$ cat src/hdl/slcfp_pkg.sv
// Package: shared types, constants and codes for the frame parser.
package slcfp_pkg;

  localparam logic [7:0]  SYNC_BYTE   = 8'hda;
  localparam logic [16:0] POS_LIMIT   = 17'd65540;
  localparam logic [16:0] POS_CHKSUM  = 17'd9;
  localparam logic [16:0] POS_HDR_MIN = 17'd4;
  localparam logic [16:0] POS_IE_MIN  = 17'd10;
  localparam logic [16:0] LEN_OFFSET  = 17'd4;

  localparam logic [2:0] ROLE_SYNC    = 3'd0;
  localparam logic [2:0] ROLE_LENGTH  = 3'd1;
  localparam logic [2:0] ROLE_HEADER  = 3'd2;
  localparam logic [2:0] ROLE_CHKSUM  = 3'd3;
  localparam logic [2:0] ROLE_IE_HDR  = 3'd4;
  localparam logic [2:0] ROLE_IE_BODY = 3'd5;
  localparam logic [2:0] ROLE_IGNORED = 3'd6;

  localparam logic [2:0] STATUS_OK         = 3'd0;
  localparam logic [2:0] STATUS_TOO_SHORT  = 3'd1;
  localparam logic [2:0] STATUS_BAD_SYNC   = 3'd2;
  localparam logic [2:0] STATUS_LEN_BAD    = 3'd3;
  localparam logic [2:0] STATUS_CHKSUM     = 3'd4;
  localparam logic [2:0] STATUS_IE_CUT     = 3'd5;
  localparam logic [2:0] STATUS_IE_OVERRUN = 3'd6;

  typedef struct packed {
    logic [7:0] data_byte;
    logic       end_of_buffer;
  } item_t;

  typedef struct packed {
    logic [7:0]  byte_out;
    logic [2:0]  byte_role;
    logic        frame_done;
    logic [2:0]  status;
    logic [7:0]  cookie_out;
    logic [7:0]  unit_out;
    logic [15:0] service_out;
    logic [7:0]  message_out;
  } result_t;

endpackage

$ cat src/hdl/slcfp_if.sv
// Interfaces: input byte channel and result channel.
interface slcfp_in_if;
  logic       valid;
  logic       ready;
  logic [7:0] data_byte;
  logic       end_of_buffer;

  modport source (output valid, output data_byte, output end_of_buffer, input ready);
  modport sink   (input valid, input data_byte, input end_of_buffer, output ready);
endinterface

interface slcfp_out_if;
  logic        valid;
  logic        ready;
  logic [7:0]  byte_out;
  logic [2:0]  byte_role;
  logic        frame_done;
  logic [2:0]  status;
  logic [7:0]  cookie_out;
  logic [7:0]  unit_out;
  logic [15:0] service_out;
  logic [7:0]  message_out;

  modport source (output valid, output byte_out, output byte_role, output frame_done,
                  output status, output cookie_out, output unit_out,
                  output service_out, output message_out, input ready);
  modport sink   (input valid, input byte_out, input byte_role, input frame_done,
                  input status, input cookie_out, input unit_out,
                  input service_out, input message_out, output ready);
endinterface

$ cat src/hdl/slcfp_parse.sv
// Parser core: frame state, per-byte decode and result register.
module slcfp_parse
  import slcfp_pkg::*;
(
  input  logic    clk,
  input  logic    rst,
  input  logic    item_valid,
  input  item_t   item,
  output logic    item_ready,
  output logic    res_valid,
  input  logic    res_ready,
  output result_t res
);

  typedef enum logic [1:0] {
    IE_TYPE,
    IE_SIZE_HI,
    IE_SIZE_LO,
    IE_BODY
  } ie_phase_t;

  logic [16:0] byte_position, byte_position_next;
  logic [15:0] declared_length, declared_length_next;
  logic [7:0]  running_sum, running_sum_next;
  logic [7:0]  received_checksum, received_checksum_next;
  logic        sync_bad, sync_bad_next;
  ie_phase_t   ie_phase, ie_phase_next;
  logic [7:0]  ie_size_high, ie_size_high_next;
  logic [15:0] ie_bytes_left, ie_bytes_left_next;
  logic [7:0]  captured_cookie, captured_cookie_next;
  logic [7:0]  captured_unit, captured_unit_next;
  logic [15:0] captured_service, captured_service_next;
  logic [7:0]  captured_message, captured_message_next;
  result_t     res_next;
  logic        fire;

  assign item_ready = !res_valid || res_ready;
  assign fire       = item_valid && item_ready;

  always_comb begin
    logic [7:0]  b;
    logic [2:0]  role;
    logic [16:0] n;
    logic [15:0] ie_len;
    logic [15:0] left_dec;
    logic [2:0]  stat;

    b                      = item.data_byte;
    role                   = ROLE_IGNORED;
    n                      = byte_position + 17'd1;
    ie_len                 = {ie_size_high, b};
    left_dec               = ie_bytes_left;
    stat                   = STATUS_OK;
    declared_length_next   = declared_length;
    running_sum_next       = running_sum;
    received_checksum_next = received_checksum;
    sync_bad_next          = sync_bad;
    ie_phase_next          = ie_phase;
    ie_size_high_next      = ie_size_high;
    ie_bytes_left_next     = ie_bytes_left;
    captured_cookie_next   = captured_cookie;
    captured_unit_next     = captured_unit;
    captured_service_next  = captured_service;
    captured_message_next  = captured_message;

    if (byte_position < 17'd2) begin
      role = ROLE_SYNC;
      if (b != SYNC_BYTE) sync_bad_next = 1'b1;
    end else if (byte_position < POS_HDR_MIN) begin
      role                 = ROLE_LENGTH;
      declared_length_next = {declared_length[7:0], b};
      running_sum_next     = running_sum + b;
    end else if (byte_position < POS_CHKSUM) begin
      role             = ROLE_HEADER;
      running_sum_next = running_sum + b;
      case (byte_position[2:0])
        3'd4:    captured_cookie_next = b;
        3'd5:    captured_unit_next = b;
        3'd6:    captured_service_next = {b, captured_service[7:0]};
        3'd7:    captured_service_next = {captured_service[15:8], b};
        default: captured_message_next = b;
      endcase
    end else if (byte_position == POS_CHKSUM) begin
      role                   = ROLE_CHKSUM;
      received_checksum_next = b;
    end else if (byte_position < POS_LIMIT) begin
      running_sum_next = running_sum + b;
      unique case (ie_phase)
        IE_TYPE: begin
          role          = ROLE_IE_HDR;
          ie_phase_next = IE_SIZE_HI;
        end
        IE_SIZE_HI: begin
          role              = ROLE_IE_HDR;
          ie_size_high_next = b;
          ie_phase_next     = IE_SIZE_LO;
        end
        IE_SIZE_LO: begin
          role = ROLE_IE_HDR;
          if (ie_len == 16'd0) begin
            ie_phase_next = IE_TYPE;
          end else begin
            ie_bytes_left_next = ie_len;
            ie_phase_next      = IE_BODY;
          end
        end
        default: begin
          role = ROLE_IE_BODY;
          if (ie_bytes_left != 16'd0) left_dec = ie_bytes_left - 16'd1;
          ie_bytes_left_next = left_dec;
          if (left_dec == 16'd0) ie_phase_next = IE_TYPE;
        end
      endcase
    end

    byte_position_next = (byte_position < POS_LIMIT) ? n : POS_LIMIT;

    if (n < POS_HDR_MIN)
      stat = STATUS_TOO_SHORT;
    else if (sync_bad_next)
      stat = STATUS_BAD_SYNC;
    else if (({1'b0, declared_length_next} + LEN_OFFSET) != n)
      stat = STATUS_LEN_BAD;
    else if (n < POS_IE_MIN)
      stat = STATUS_TOO_SHORT;
    else if (running_sum_next != received_checksum_next)
      stat = STATUS_CHKSUM;
    else if (ie_phase_next == IE_SIZE_HI || ie_phase_next == IE_SIZE_LO)
      stat = STATUS_IE_CUT;
    else if (ie_phase_next == IE_BODY)
      stat = STATUS_IE_OVERRUN;

    res_next            = '0;
    res_next.byte_out   = b;
    res_next.byte_role  = role;
    if (item.end_of_buffer) begin
      res_next.frame_done  = 1'b1;
      res_next.status      = stat;
      res_next.cookie_out  = captured_cookie_next;
      res_next.unit_out    = captured_unit_next;
      res_next.service_out = captured_service_next;
      res_next.message_out = captured_message_next;
    end
  end

  always_ff @(posedge clk) begin
    if (rst) begin
      res_valid         <= 1'b0;
      byte_position     <= '0;
      declared_length   <= '0;
      running_sum       <= '0;
      received_checksum <= '0;
      sync_bad          <= 1'b0;
      ie_phase          <= IE_TYPE;
      ie_size_high      <= '0;
      ie_bytes_left     <= '0;
      captured_cookie   <= '0;
      captured_unit     <= '0;
      captured_service  <= '0;
      captured_message  <= '0;
    end else if (fire) begin
      res_valid <= 1'b1;
      res       <= res_next;
      if (item.end_of_buffer) begin
        byte_position     <= '0;
        declared_length   <= '0;
        running_sum       <= '0;
        received_checksum <= '0;
        sync_bad          <= 1'b0;
        ie_phase          <= IE_TYPE;
        ie_size_high      <= '0;
        ie_bytes_left     <= '0;
        captured_cookie   <= '0;
        captured_unit     <= '0;
        captured_service  <= '0;
        captured_message  <= '0;
      end else begin
        byte_position     <= byte_position_next;
        declared_length   <= declared_length_next;
        running_sum       <= running_sum_next;
        received_checksum <= received_checksum_next;
        sync_bad          <= sync_bad_next;
        ie_phase          <= ie_phase_next;
        ie_size_high      <= ie_size_high_next;
        ie_bytes_left     <= ie_bytes_left_next;
        captured_cookie   <= captured_cookie_next;
        captured_unit     <= captured_unit_next;
        captured_service  <= captured_service_next;
        captured_message  <= captured_message_next;
      end
    end else if (res_ready) begin
      res_valid <= 1'b0;
    end
  end

`ifndef SYNTH
  a_pos_sat: assert property (@(posedge clk) disable iff (rst)
    byte_position <= POS_LIMIT)
    else $error("byte position beyond limit");

  a_frame_restart: assert property (@(posedge clk) disable iff (rst)
    (fire && item.end_of_buffer) |=> (byte_position == 17'd0 && ie_phase == IE_TYPE))
    else $error("state not cleared after last byte");

  a_idle_fields: assert property (@(posedge clk) disable iff (rst)
    (res_valid && !res.frame_done) |->
      (res.status == STATUS_OK && res.cookie_out == 8'd0 && res.service_out == 16'd0))
    else $error("header fields shown before last byte");

  a_ok_role: assert property (@(posedge clk) disable iff (rst)
    (res_valid && res.frame_done && res.status == STATUS_OK) |->
      (res.byte_role == ROLE_IE_HDR || res.byte_role == ROLE_IE_BODY
       || res.byte_role == ROLE_CHKSUM))
    else $error("good frame ended on unexpected byte role");

  a_hold: assert property (@(posedge clk) disable iff (rst)
    (res_valid && !res_ready) |=> (res_valid && $stable(res)))
    else $error("stalled result changed");
`endif

endmodule

$ cat src/hdl/sync_length_checksum_frame_parser_top.sv
// Top level: framed message parser with sync, length and 8-bit checksum checks.
//
//   channel | dir | payload                                         | handshake
//   in_ch   | in  | data_byte, end_of_buffer                        | valid/ready
//   out_ch  | out | byte_out, byte_role, frame_done, status,         | valid/ready
//           |     | cookie_out, unit_out, service_out, message_out   |
//
// One byte per cycle sustained while out_ch.ready stays high; a byte's result passes
// through the input register, then is decoded into the result register, where it
// is held until out_ch takes it.
// The per-byte decode, the 8-bit sum and the frame-status compare set the cycle.
// Synchronous reset clears the frame state and both valid flags.
// A stalled result holds; the input register still takes a byte while it is empty.
module sync_length_checksum_frame_parser_top
  import slcfp_pkg::*;
(
  input  logic        clk,
  input  logic        rst,
  slcfp_in_if.sink    in_ch,
  slcfp_out_if.source out_ch
);

  logic    in_valid;
  item_t   in_item;
  logic    item_ready;
  logic    res_valid;
  result_t res;

  assign in_ch.ready = !in_valid || item_ready;

  always_ff @(posedge clk) begin
    if (rst) begin
      in_valid <= 1'b0;
    end else if (in_ch.valid && in_ch.ready) begin
      in_valid                <= 1'b1;
      in_item.data_byte       <= in_ch.data_byte;
      in_item.end_of_buffer   <= in_ch.end_of_buffer;
    end else if (item_ready) begin
      in_valid <= 1'b0;
    end
  end

  slcfp_parse u_parse (
    .clk        (clk),
    .rst        (rst),
    .item_valid (in_valid),
    .item       (in_item),
    .item_ready (item_ready),
    .res_valid  (res_valid),
    .res_ready  (out_ch.ready),
    .res        (res)
  );

  assign out_ch.valid       = res_valid;
  assign out_ch.byte_out    = res.byte_out;
  assign out_ch.byte_role   = res.byte_role;
  assign out_ch.frame_done  = res.frame_done;
  assign out_ch.status      = res.status;
  assign out_ch.cookie_out  = res.cookie_out;
  assign out_ch.unit_out    = res.unit_out;
  assign out_ch.service_out = res.service_out;
  assign out_ch.message_out = res.message_out;

endmodule
$ cat src/flat_wrapper.sv
// flat-port wrapper written by rule: the top's interface ports become plain ports
module sync_length_checksum_frame_parser_top_flat import slcfp_pkg::*;
  (clk, rst, in_ch_valid, in_ch_data_byte, in_ch_end_of_buffer, in_ch_ready, out_ch_valid, out_ch_byte_out, out_ch_byte_role, out_ch_frame_done, out_ch_status, out_ch_cookie_out, out_ch_unit_out, out_ch_service_out, out_ch_message_out, out_ch_ready);
  slcfp_in_if in_ch_i ();
  slcfp_out_if out_ch_i ();
  input  logic clk;
  input  logic rst;
  input wire logic [$bits(in_ch_i.valid)-1:0] in_ch_valid;
  input wire logic [$bits(in_ch_i.data_byte)-1:0] in_ch_data_byte;
  input wire logic [$bits(in_ch_i.end_of_buffer)-1:0] in_ch_end_of_buffer;
  output wire logic [$bits(in_ch_i.ready)-1:0] in_ch_ready;
  output wire logic [$bits(out_ch_i.valid)-1:0] out_ch_valid;
  output wire logic [$bits(out_ch_i.byte_out)-1:0] out_ch_byte_out;
  output wire logic [$bits(out_ch_i.byte_role)-1:0] out_ch_byte_role;
  output wire logic [$bits(out_ch_i.frame_done)-1:0] out_ch_frame_done;
  output wire logic [$bits(out_ch_i.status)-1:0] out_ch_status;
  output wire logic [$bits(out_ch_i.cookie_out)-1:0] out_ch_cookie_out;
  output wire logic [$bits(out_ch_i.unit_out)-1:0] out_ch_unit_out;
  output wire logic [$bits(out_ch_i.service_out)-1:0] out_ch_service_out;
  output wire logic [$bits(out_ch_i.message_out)-1:0] out_ch_message_out;
  input wire logic [$bits(out_ch_i.ready)-1:0] out_ch_ready;
  assign in_ch_i.valid = in_ch_valid;
  assign in_ch_i.data_byte = in_ch_data_byte;
  assign in_ch_i.end_of_buffer = in_ch_end_of_buffer;
  assign in_ch_ready = in_ch_i.ready;
  assign out_ch_valid = out_ch_i.valid;
  assign out_ch_byte_out = out_ch_i.byte_out;
  assign out_ch_byte_role = out_ch_i.byte_role;
  assign out_ch_frame_done = out_ch_i.frame_done;
  assign out_ch_status = out_ch_i.status;
  assign out_ch_cookie_out = out_ch_i.cookie_out;
  assign out_ch_unit_out = out_ch_i.unit_out;
  assign out_ch_service_out = out_ch_i.service_out;
  assign out_ch_message_out = out_ch_i.message_out;
  assign out_ch_i.ready = out_ch_ready;
  sync_length_checksum_frame_parser_top u_core (.clk(clk), .rst(rst), .in_ch(in_ch_i), .out_ch(out_ch_i));
endmodule
$ cat config.mk
export PLATFORM = sky130hd
export DESIGN_NAME = sync_length_checksum_frame_parser_top_flat
export DESIGN_NICKNAME = d
export VERILOG_FILES = /design/src/hdl/slcfp_pkg.sv /design/src/hdl/slcfp_if.sv /design/src/hdl/slcfp_parse.sv /design/src/hdl/sync_length_checksum_frame_parser_top.sv /design/src/flat_wrapper.sv
export SDC_FILE = /design/constraint.sdc
export NUM_CORES = 1
export LEC_CHECK = 0
export BUFFER_PORTS_ARGS = -buffer_cell sky130_fd_sc_hd__buf_2
export CAP_MARGIN = 20
export CORE_MARGIN = 2
export CORE_UTILIZATION = 43
export DETAILED_ROUTE_END_ITERATION = 16
export HOLD_SLACK_MARGIN = 0.08
export SYNTH_ARGS = -nofsm -noshare
export SYNTH_HDL_FRONTEND = slang
export SYNTH_HIERARCHICAL = 1
export SYNTH_SLANG_ARGS = --single-unit
$ cat constraint.sdc
create_clock -name clk -period 4.2 [get_ports clk]
set_clock_uncertainty 0.1 [all_clocks]
set_input_delay 0 -clock clk [delete_from_list [all_inputs] [get_ports clk]]
set_output_delay 0 -clock clk [all_outputs]
set_load 0.01 [all_outputs]
==> results.md <==
* Hold Path Origin: in_ch_data_byte[7]
* Simple-gate portion of the synthesized area at 22.44%
* Clock latency of the later-clocked register in the worst-skew pair at between 0.4 and 0.5 ns
* Worst reg2reg endpoint: u_core/u_parse/res[41]$_SDFFCE_PP0P_
* Wirelength, routed at approximately 29000 um
* Remaining max-slew budget at the tightest pin at ~35%
* Synthesized cell area at 10060 sq um
* Setup TNS after final layout at 0 ns
* Share of synthesized area spent on multiplexers at under 10%
* Non-Filler Cell Area, Final at about 12000 sq um
* Worst-path clk slew at approximately 0.080 ns
* Core outline area at around 23000 sq um
* Post-route setup slack at roughly 0.17 ns
* Async SR Flop Fraction at 0%
* Internal reg-to-reg setup slack at ~0.17 ns
* Final worst path period share at a little over nine tenths
* Worst-case setup slack after placement at approximately 0.22 ns
* Leftover overflow at the end of global routing at 0
* Core Rows at 55
* Hold-critical path depth at 2
* CP Data Arrival Time at a little over 4 ns
* Number of nets at the end of the flow at between 1000 and 1500
* Largest family of logic cells by synthesized area: simple AND/OR/NAND/NOR gates
* Worst hold slack at between 0.15 and 0.2 ns
* Clock tree from TritonCTS: done
* Startpoint type of the worst setup path: flip-flop
* Number of global-route vias before repair at ~8000
* Fraction of synthesized cell area in xor and xnor cells at under 10%
* Largest net degree at the start of global routing at about 100
* Weighted congestion reported at the end of routability-driven placement at just under 0.9
* Least-Margin Pin Slew at 0.9625 ns
* Most area-hungry cell type in the Yosys netlist: sky130_fd_sc_hd__dfxtp_1
* Total clock buffers created by CTS at 17
* Synth Area in Compound Gates at approximately 18%
* Placed Area at 10770 sq um
* Starting DRC count in detailed routing at 717
* Post-synthesis cell count at about 1100
* Most common flop cell mapped by yosys: sky130_fd_sc_hd__dfxtp_1
* Effective utilization at floorplan at between 40% and 50%
* Number of levels in the clock H-tree at 4
* Antenna Cells at 0
* RR Startpoint: u_core/u_parse/byte_position[5]$_SDFFE_PP0P_
* HPWL after detailed placement at between 15000 and 20000 um
* Final ANT Viol Nets at 0
* Final Max Tran Viols at 0
* Final-layout fill cell count at 2112
* Power per cell area at ~320 nW/um^2
* Max-capacitance violation count at 0
* TritonRoute pass-1 iters at 5
* Num ports at 70
* Maximum fanout encountered on the critical timing path at 6
* Per-cell routed wire length at around 19 um
* Final routed DRC violation total at 0
* Final Core Density at between 50 and 60%
* Fraction of final layout cells sized beyond drive strength 1 at ~14%
* Worst Reg-to-Reg Cells at 13
* Count of flip-flops with a built-in enable after synthesis at 64
* Top achievable clock speed at between 200 and 250 MHz
* Setup Buffers After CTS at 0
* DIE AREA at around 25000 sq um
* Worst-case vdd ir drop at roughly 0.27 mV
* Horiz. Die Dim at around 160 um
* Post-synthesis net count at 1164
* Cell variety after synth at 71
* Final-report hold violation count at 0
* Wire length of the first global-routing pass at approximately 45000 um
* Count of buffers from port buffering at around 70
* Worst min-delay path class: in2reg
* Endpoint of the worst hold-timing path: u_core/in_item[8]$_DFFE_PP_
* Area share of fa/ha/maj cells after synthesis at under 10%
* CTS Sinks at 182
* Average instance area after synthesis at about 8.9 sq um
* Final setup vio count at 0
* Outcome: finished clean
* Critical path required time at roughly 4.3 ns
* Maximum buffer depth of the clock tree at 2
* Post-layout minimum cycle time at roughly 4.0 ns
* Portion of the post-synthesis area used by sequential elements at a little over two fifths
* Routed via count at approximately 8700
* Synth-to-layout area growth at 15.05%
* Top cell type's share of synthesized area at about a quarter
* Total of warnings raised by yosys at 6
* Worst Path Class, Setup: reg2reg
* Global-route usage over all layers at between 20% and 30%
* Endpoint type of the worst setup path: flip-flop
* Clk Tree Root Cell: sky130_fd_sc_hd__clkbuf_16
* Height of the die at 156.9 um
* Dominant cells by area after synthesis: sky130_fd_sc_hd__dfxtp_1, sky130_fd_sc_hd__edfxtp_1, sky130_fd_sc_hd__nor2_1, sky130_fd_sc_hd__a22oi_1, sky130_fd_sc_hd__mux2i_1
* Drt via density at ~5.8
* Leakage power of the design at approximately 4.4 nW
* Post-synthesis sequential element count at between 150 and 200
* Number of antenna violations at the first check in global routing at 0
## worst max-delay path by stage
stage | startpoint | endpoint | slack [ns] | cells past startpoint
2_1_floorplan | u_core/u_parse/res_valid$_SDFFE_PP0P_ | u_core/u_parse/res[0]$_SDFFCE_PN0P_ | 0.32 | 5
3_3_place_gp | u_core/u_parse/byte_position[7]$_SDFFE_PP0P_ | u_core/u_parse/res[41]$_SDFFCE_PP0P_ | 0.32 | 13
3_5_place_dp | u_core/u_parse/byte_position[7]$_SDFFE_PP0P_ | u_core/u_parse/res[41]$_SDFFCE_PP0P_ | 0.22 | 13
6_report | u_core/u_parse/byte_position[5]$_SDFFE_PP0P_ | u_core/u_parse/res[41]$_SDFFCE_PP0P_ | 0.17 | 13
4_1_cts | u_core/u_parse/byte_position[7]$_SDFFE_PP0P_ | u_core/u_parse/res[41]$_SDFFCE_PP0P_ | 0.22 | 13
5_1_grt | u_core/u_parse/byte_position[7]$_SDFFE_PP0P_ | u_core/u_parse/res[41]$_SDFFCE_PP0P_ | -0.008 | 13
## cell families after synthesis
kind of cell             after synthesis
AO/OA/AOI/OAI                        256
AND/OR/NAND/NOR                      453
flip-flops                           182
buffers and inverters                107
XOR/XNOR                              70
multiplexers                          49
adder cells (fa/ha/maj)               17
## registers in the layout, summed over array words and instances (netlist names)
register,flops
u_core/in_valid,1
u_core/u_parse/received_checksum,8
u_core/u_parse/sync_bad,1
u_core/u_parse/captured_unit,8
u_core/u_parse/running_sum,8
u_core/u_parse/res_valid,1
u_core/u_parse/ie_bytes_left,16
u_core/u_parse/ie_size_high,8
u_core/u_parse/captured_cookie,8
u_core/u_parse/ie_phase,2
u_core/in_item,9
u_core/u_parse/captured_service,16
u_core/u_parse/res,55
u_core/u_parse/declared_length,16
u_core/u_parse/captured_message,8
u_core/u_parse/byte_position,17
## layout by cell type, fill, tap and decap left out, types with 16 or more instances in the layout
cell / Yosys / layout
sky130_fd_sc_hd__clkbuf_16: 0 / 17
sky130_fd_sc_hd__nor3_1: 29 / 29
sky130_fd_sc_hd__nand2_1: 76 / 76
sky130_fd_sc_hd__buf_4: 2 / 38
sky130_fd_sc_hd__a22oi_1: 93 / 93
sky130_fd_sc_hd__edfxtp_1: 64 / 64
sky130_fd_sc_hd__inv_1: 28 / 28
sky130_fd_sc_hd__dfxtp_1: 118 / 118
sky130_fd_sc_hd__nand4_1: 22 / 22
sky130_fd_sc_hd__o21ai_0: 32 / 32
sky130_fd_sc_hd__nor4_1: 20 / 20
sky130_fd_sc_hd__ha_1: 16 / 16
sky130_fd_sc_hd__mux2i_1: 49 / 49
sky130_fd_sc_hd__xnor2_1: 45 / 45
sky130_fd_sc_hd__nor2b_1: 34 / 34
sky130_fd_sc_hd__nand3_1: 22 / 22
sky130_fd_sc_hd__a21oi_1: 57 / 57
sky130_fd_sc_hd__xor2_1: 25 / 25
sky130_fd_sc_hd__buf_2: 7 / 68
sky130_fd_sc_hd__nor2_1: 187 / 186
## repair_timing
action | CTS | global route
endpoints found under the hold margin | 45 | 0
resized for setup | 0 | 2
hold buffers | 13 | 0
setup endpoints to repair | 0 | 2
## worst max-delay path, stage by stage, from the launching register on
cell,delay (ns)
sky130_fd_sc_hd__dfxtp_1,0.39
sky130_fd_sc_hd__nor4_4,0.48
sky130_fd_sc_hd__and4_1,0.34
sky130_fd_sc_hd__mux2i_1,0.25
sky130_fd_sc_hd__ha_1,0.29
sky130_fd_sc_hd__nand2_1,0.10
sky130_fd_sc_hd__nor4_1,0.34
sky130_fd_sc_hd__xnor2_1,0.16
sky130_fd_sc_hd__mux2i_1,0.11
sky130_fd_sc_hd__xnor2_1,0.16
sky130_fd_sc_hd__nor4_1,0.31
sky130_fd_sc_hd__nand4_1,0.19
sky130_fd_sc_hd__nor4_4,0.41
sky130_fd_sc_hd__a31oi_1,0.13
## power breakdown
part	total (mW)	internal (mW)	switching (mW)
clock network	1.66	0.822	0.840
registers	1.85	1.84	0.0166
logic	0.190	0.0571	0.133
total	3.70	2.71	0.990
## routing by layer
| layer | part of all wire, % | track usage (%) | routed length [um] |
|---|---|---|---|
| met1 | 46 | 33.98 | 13360 |
| met2 | 46 | 37.49 | 13250 |
| met3 | 6.4 | 3.497 | 1846 |
| met4 | 1.9 | 6.990 | 560 |
| met5 | 0 | 0 | 0 |
## final cells by class
cell class	count	area, sq um	area share (%)
clock buffers	17	425.4	3.676
inverters	29	108.9	0.9406
flip-flops and latches	182	4284	37.02
repair buffers	120	783.3	6.768
multi-input cells	845	5381	46.50
well taps	313	391.6	3.384
clock inverters	15	197.7	1.708
## synthesized netlist by cell type (all sizes together), types with 4 or more instances
master   instances
o21bai           4
nand4           22
nand2           76
edfxtp          64
nand3           23
xnor2           45
a2111oi          8
nor3            29
o21a             4
dfxtp          118
and4             5
ha              16
or3              7
buf              9
a31oi            8
a21oi           58
nor3b            4
nor2           190
or4              7
o21ai           43
clkbuf          69
and3             8
a21boi           8
a22oi           93
nand2b           6
and2             4
a211oi           4
nor4            25
inv             28
nor2b           34
o211ai           4
mux2i           49
xor2            25
## per-stage QoR
step / total power [mW] / std cells
after floorplan: 1.992 / 1134
after global placement: 2.069 / 1475
after detailed placement: 2.069 / 1475
after CTS: 3.726 / 1520
after global routing: 3.821 / 1521
final: 3.704 / 1521
Power figures use the tool's default switching activity.
